## src/design/bba_pkg.sv

```systemverilog
`default_nettype none
// ----------------------------------------------------------------------------
// bba_pkg
// Shared types and constants for the bitmap block allocator.
// ----------------------------------------------------------------------------
package bba_pkg;

  localparam int BBA_MAX_BLOCKS = 65536;
  localparam int LEN_W          = 14;
  localparam int BLK_W          = 16;
  localparam int CMD_W          = 2;

  localparam logic [LEN_W-1:0] LEN_RESET = 14'd8192;
  localparam logic [7:0]       FIRST_BIT = 8'h80;

  localparam logic [CMD_W-1:0] CMD_ALLOC     = 2'd0;
  localparam logic [CMD_W-1:0] CMD_MARK_USED = 2'd1;
  localparam logic [CMD_W-1:0] CMD_MARK_FREE = 2'd2;

  typedef enum logic [1:0] {
    OP_ALLOC,
    OP_USED,
    OP_FREE,
    OP_NONE
  } op_t;

  typedef enum logic [2:0] {
    ST_CLEAR,
    ST_IDLE,
    ST_READ,
    ST_CHECK,
    ST_RESP
  } state_t;

  typedef struct packed {
    logic [CMD_W-1:0] command;
    logic [BLK_W-1:0] block_index;
  } in_item_t;

  typedef struct packed {
    logic [BLK_W-1:0] block_number;
    logic             found;
  } out_item_t;

  // byte unit result
  typedef struct packed {
    logic       nonzero;
    logic [2:0] first_bit;
    logic [7:0] new_byte;
  } byte_res_t;

endpackage : bba_pkg
`default_nettype wire

```

## src/design/bba_byte_unit.sv

```systemverilog
`default_nettype none
// ----------------------------------------------------------------------------
// bba_byte_unit
// Shared byte unit: finds the first free bit (MSB first) and builds the
// updated map byte for allocate, mark used and mark free.
// ----------------------------------------------------------------------------
module bba_byte_unit
  import bba_pkg::*;
(
  input  wire logic [7:0] map_byte,
  input  wire op_t        op,
  input  wire logic [2:0] bit_sel,
  output byte_res_t       res
);

  logic [2:0] first;
  logic [7:0] mask;

  always_comb begin
    first = 3'd0;
    // later iterations are higher bits, so the MSB wins
    for (int j = 0; j < 8; j++) begin
      if (map_byte[j]) begin
        first = 3'(7 - j);
      end
    end
  end

  always_comb begin
    res.nonzero   = |map_byte;
    res.first_bit = first;
    mask          = FIRST_BIT >> ((op == OP_ALLOC) ? first : bit_sel);
    case (op)
      OP_ALLOC: res.new_byte = map_byte & ~mask;
      OP_USED:  res.new_byte = map_byte & ~mask;
      OP_FREE:  res.new_byte = map_byte | mask;
      default:  res.new_byte = map_byte;
    endcase
  end

endmodule : bba_byte_unit
`default_nettype wire

```

## config.mk

```make
export PLATFORM = sky130hd
export DESIGN_NAME = bba_byte_unit
export DESIGN_NICKNAME = d
export VERILOG_FILES = /design/src/design/bba_pkg.sv /design/src/design/bba_byte_unit.sv
export SDC_FILE = /design/constraint.sdc
export NUM_CORES = 1
export LEC_CHECK = 0
export BUFFER_PORTS_ARGS = -buffer_cell sky130_fd_sc_hd__clkbuf_2
export CAP_MARGIN = 10
export CORE_AREA = 2 2 39 41
export DETAILED_ROUTE_END_ITERATION = 8
export DIE_AREA = 0 0 41 43
export SLEW_MARGIN = 10
export SYNTH_ARGS = -nofsm -noshare
export SYNTH_HDL_FRONTEND = slang
export SYNTH_SLANG_ARGS = --single-unit
```

## constraint.sdc

```tcl
create_clock -name vclk -period 2.9
set_input_delay 0.58 -clock vclk [all_inputs]
set_output_delay 0.58 -clock vclk [all_outputs]
set_load 0.01 [all_outputs]
```

== After elaboration in Yosys (flattened, before gate mapping) ==
Index checks and enable logic that the tools add are counted.
Word-level totals
  output and inout port bits: 12
  logic and storage cells: 19
  register bits after elaboration: 0
Cells by class
  multiplexer cells: 10
  bitwise operators: 3
  reductions and logical operators: 3
  shifts and indexed selects: 1
  equality and inequality tests: 2
Operator list (count)
  $mux W3: 9
  $pmux W8 S2: 1
  $and A8 B8 Y8: 1
  $not A8 Y8: 1
  $or A8 B8 Y8: 1
  $reduce_or A8 Y1: 1
  $shr A8 B3 Y8 const A: 1
  $eq A2 B1 Y1 const B: 1
  $eq A2 B2 Y1 const B: 1
  $logic_not A2 Y1: 1
  $reduce_or A2 Y1: 1

== Logic depth before layout (Yosys ltp) ==
Gate-level depths: netlist of the first run.
  word-level depth: 13
  mapped depth: 6

== Worst setup path after synthesis of the first run ==
Ideal clock, no wire load.
  path kind: in2out
  start point: in map_byte[4]
  end point: out res[2] (netlist bit)
  arrival: 1.945 ns
  stages on the path: 5
  required time: 2.320 ns
  buffers on the path: 0
  slack: 0.375 ns
  path through: or4_4 -> or3_4 -> a21oi_4 -> a31oi_1 -> a21oi_1
RTL lines
  from (decl): RTL line bba_byte_unit.sv:10  | input wire logic [7:0] map_byte,
  to (decl): RTL line bba_byte_unit.sv:13  | output byte_res_t res

==> summary.md, run 1 <==
| Metric | Value |
|---|---|
| Dpl cells | `95` |
| Via count | `491` |
| 1st-iter DRT viols | `8` |
| First-pass GRT wire length | `1731 µm` |
| Final RePlAce weighted congestion | `0.7946` |
| CTS Hold Bufs | `0` |
| Rows | `14` |
| Seq cells | `0` |
| Register area | `0 µm²` |
| Core area | `1384 µm²` |
| Vias in the first global route | `445` |
| Pleak | `0.2319 nW` |
| Crit. Startpoint | `map_byte[4]` |
| Peak supply drop | `0.04263 mV` |
| HP Class | `in -> out` |
| Sw Ratio | `58.29%` |
| Area Growth Syn to Fin | `43.43%` |
| Vias per cell | `5.168` |
| Pwr dens | `165.6 nW/µm²` |
| CP startpoint kind | `primary input` |
| Antenna Nets Post-Route | `0` |
| Run status | `finished clean` |
| Main area contributors after synthesis | `a21oi_1 15%, a31oi_1 15%, nor2_1 11%` |
| Residual DRC | `0` |
| Diode count | `0` |
| Syn Area/Cell | `6.468 µm²` |
| Grt total ovfl | `0` |
| Int Pwr | `0.00003397 W` |
| Die Y | `43 µm` |
| Setup CP Type | `in -> out` |
| Initial antenna violation count | `0` |
| Highest Signal Layer | `met3` |
| Period minus WS final | `2790 ps` |
| Synth cell count leaders | `10 x a21oi_1, 10 x nor2_1, 8 x a31oi_1` |
| Sw power | `0.00004748 W` |
| Synth area leader | `a21oi_1` |
| Post-Route WL | `1158 µm` |
| Largest net degree at the start of global routing | `7` |
| Crit path arrival time | `2210 ps` |
| Post-CTS Setup Repair Bufs | `0` |
| M1 wire length | `513 µm` |
| Post-Syn Area | `342.8 µm²` |
| Detail Placement HPWL | `1000 µm` |
| Die extent in x | `41 µm` |
| Hold WS | `1525 ps` |
| Initial Util | `24.77%` |
| Least-Margin Pin Slew | `481.4 ps` |
| DRT Pass-1 Iters | `4` |
| Setup_tns | `0 ps` |
| Clock power share | `0%` |
| Mapped Cells | `53` |
| Fillers | `166` |
| Worst rel slew slack | `67.91%` |
| # IOs | `25` |
| Worst Setup EP | `res[3]` |
| Fmax | `0.3585 GHz` |
| Power, Total | `0.00008145 W` |
| Unrepaired setup endpoints after global routing | `no` |
| Max-Cap Viols | `0` |
| Netlist cell types | `24` |
| Flop pwr share | `0%` |
| Post-synth net total | `66` |
| Util after Layout | `35.53%` |
| All-layer global routing usage | `13.09%` |
| Total die area | `1763 µm²` |
| Synth warn | `0` |
| Fin crit share | `96.19%` |
| Max Slew Vio Count | `0` |
| Final nets | `94` |
| Routed length on met2 | `561 µm` |
| Max FO, Critical Path | `5` |
| Port bufs | `25` |
| Final hold vios | `0` |
| Sequential area share after synthesis | `0%` |
| Yosys top cell area share | `14.60%` |
| Setup violators final | `0` |
| WL/cell | `12.19 µm` |
| Crit end category | `output port` |
| Comb pwr share | `100.0%` |
| Req. time, crit path | `2320 ps` |
| Clkbuf count | `0` |
| Finished Layout Cells | `95` |
| # resized after CTS | `0` |
| Share of cells above drive strength 1 | `46.84%` |
| WL met3 | `83 µm` |
how the worst min path moves through the flow:
stage / slack (ps) / end / startpoint / depth (start not counted)
detailed placement: 1530 / res[8] / map_byte[6] / 4
global placement: 1520 / res[8] / map_byte[6] / 4
floorplan: 1200 / res[8] / map_byte[7] / 1
CTS: 1530 / res[8] / map_byte[6] / 4
global route: 1570 / res[10] / map_byte[7] / 4
finish: 1530 / res[8] / map_byte[6] / 4
layout make-up:
cell class | instances | area [µm²] | area share, %
timing repair buffer | 27 | 140.1 | 28.50
multi-input combinational | 49 | 320.3 | 65.14
tap | 16 | 20.02 | 4.071
inverter | 3 | 11.26 | 2.290
per-layer routing:
layer  vias up  track usage (%)
met5         -                0
met2        17            24.38
li1        256                -
met4         0            1.333
met3         0           0.5236
met1       218            15.82
power groups by stage:
stage / clock network [W] / logic (W) / registers, W
after detailed placement: 0 / 0.0000814 / 0
after CTS: 0 / 0.0000816 / 0
final: 0 / 0.0000814 / 0
after global routing: 0 / 0.0000903 / 0
after floorplan: 0 / 0.0000482 / 0
after global placement: 0 / 0.0000809 / 0
metrics by stage:
step | setup slack (ps) | area [µm²]
floorplan | 374.6 | 342.8
global placement | 131.6 | 491.7
detailed placement | 118.0 | 491.7
CTS | 110.5 | 491.7
global route | 11.63 | 491.7
finish | 110.5 | 491.7
worst max-delay path, cell delays in order:
cell and delay, ps:
clkbuf_2 110, or4_4 550, or3_4 360, a21oi_4 200, a31oi_1 110, a21oi_1 140
clkbuf_2 150
cell usage in the layout (no fill, tap or decap), drive strengths merged, types with 2 or more instances in the layout:
master   n
clkbuf  25
inv      3
a31oi    8
buf      2
nor2    11
a21oi   12
nor3     2
cells by family (layout without fill, tap and decap cells):
kind of cell           count (synthesis)  count (layout)  share of synthesized area, %
and+or+nand+nor                       23              23                         37.60
buffers and inverters                  4              30                         6.569
AOI/OAI and AO/OA                     25              25                         51.83
muxes                                  1               1                         4.014
No activity file was read; power rests on OpenSTA's default activity.
==> inputs of run 2 (changes only) <==
==> constraint.sdc (replaced) <==
create_clock -name vclk -period 2.9
set_input_delay 0.29 -clock vclk [all_inputs]
set_output_delay 0.29 -clock vclk [all_outputs]
set_load 0.01 [all_outputs]
==> summary.md, run 2 (synthesized netlist as in run 1, its figures left out) <==
| Metric | Value |
|---|---|
| Residual DRC | `0` |
| Vias in the first global route | `432` |
| Core area | `1384 µm²` |
| Setup violators final | `0` |
| Max Slew Vio Count | `0` |
| Worst Hold Endpoint | `res[8]` |
| Initial Util | `24.77%` |
| Seq cells | `0` |
| Int Pwr | `0.00003263 W` |
| Most common cell after layout, fill and taps aside | `clkbuf_2` |
| Final RePlAce weighted congestion | `0.7844` |
| Req. time, crit path | `2610 ps` |
| Final nets | `92` |
| Die extent in x | `41 µm` |
| Post-CTS Setup Repair Bufs | `0` |
| Area Growth Syn to Fin | `39.05%` |
| Peak supply drop | `0.03790 mV` |
| Pleak | `0.2217 nW` |
| Sw Ratio | `58.85%` |
| 1st-iter DRT viols | `4` |
| Util after Layout | `34.45%` |
| Hold depth | `3` |
| Diode count | `0` |
| Rows | `14` |
| Grt total ovfl | `0` |
| Most frequent cells in the layout | `25 x clkbuf_2, 10 x nor2_1, 10 x a21oi_1, 8 x a31oi_1, 3 x inv_1` |
| Hold WS | `899.0 ps` |
| Pwr dens | `166.3 nW/µm²` |
| Power, Total | `0.00007929 W` |
| Initial antenna violation count | `0` |
| # IOs | `25` |
| First-pass GRT wire length | `1718 µm` |
| Post-Route WL | `1084 µm` |
| Min-delay src | `map_byte[7]` |
| Clkbuf count | `0` |
| All-layer global routing usage | `12.89%` |
| # resized after CTS | `0` |
| Post-placement cell area | `476.7 µm²` |
| Design area | `476.7 µm²` |
| Max FO, Critical Path | `5` |
| Crit end category | `output port` |
| Crit path arrival time | `1930 ps` |
| Setup_tns | `0 ps` |
| Detail Placement HPWL | `962 µm` |
| Flop pwr share | `0%` |
| Final hold vios | `0` |
| Register area | `0 µm²` |
| Port bufs | `25` |
| Largest net degree at the start of global routing | `7` |
| Period minus WS final | `2216 ps` |
| Run status | `finished clean` |
| Setup CP Type | `in -> out` |
| Unrepaired setup endpoints after global routing | `no` |
| WL/cell | `11.66 µm` |
| Share of cells above drive strength 1 | `45.45%` |
| Comb pwr share | `100.0%` |
| CTS Hold Bufs | `0` |
| Vias per cell | `5.247` |
| Fmax | `0.4512 GHz` |
| Total die area | `1763 µm²` |
| Die Y | `43 µm` |
| Via count | `488` |
| Antenna Nets Post-Route | `0` |
| Fin crit share | `76.42%` |
| DRT Pass-1 Iters | `4` |
| Clock power share | `0%` |
| Max-Cap Viols | `0` |
| HP Class | `in -> out` |
| Worst rel slew slack | `60.62%` |
| Sw power | `0.00004666 W` |
| Least-Margin Pin Slew | `585.3 ps` |
| CP startpoint kind | `primary input` |
==> run 2: final cells by class <==
type	count	area, µm²
Inverter	3	11.26
Tap cell	16	20.02
Multi-Input combinational cell	49	320.3
Fill cell	166	907.1
Timing Repair Buffer	25	125.1
==> run 2: per-layer routing <==
metal	track usage [%]	up-vias	part of all wire (%)
met4	0	0	0
met2	23.75	19	51
met3	0.5236	0	8.7
met1	16.46	214	41
li1	-	255	-
met5	0	-	0
==> run 2: through the flow <==
step	instances	setup slack, ps
3_5_place_dp	93	702.6
4_1_cts	93	698.6
3_3_place_gp	93	692.6
2_1_floorplan	53	954.6
5_1_grt	93	546.5
6_report	93	683.9
==> run 2: worst max-delay path by stage <==
stage / startpoint / endpoint / slack [ps] / cells past startpoint
6_report: map_byte[4] / res[1] / 680 / 7
5_1_grt: map_byte[3] / res[7] / 550 / 7
4_1_cts: map_byte[4] / res[3] / 700 / 7
3_5_place_dp: map_byte[4] / res[6] / 700 / 7
3_3_place_gp: map_byte[4] / res[6] / 690 / 7
2_1_floorplan: map_byte[4] / res[2] / 950 / 5
==> run 2: critical path: stages <==
cell and delay (ps):
clkbuf_2 120, or4_4 550, or3_4 360, a21oi_4 190, a31oi_1 100, a21oi_1 140
clkbuf_2 150
==> run 2: power groups by stage <==
| stage | Sequential (W) | Clock [W] | Combinational, W |
|---|---|---|---|
| floorplan | 0 | 0 | 0.0000482 |
| global placement | 0 | 0 | 0.0000794 |
| detailed placement | 0 | 0 | 0.0000789 |
| CTS | 0 | 0 | 0.0000792 |
| global route | 0 | 0 | 0.0000876 |
| finish | 0 | 0 | 0.0000793 |
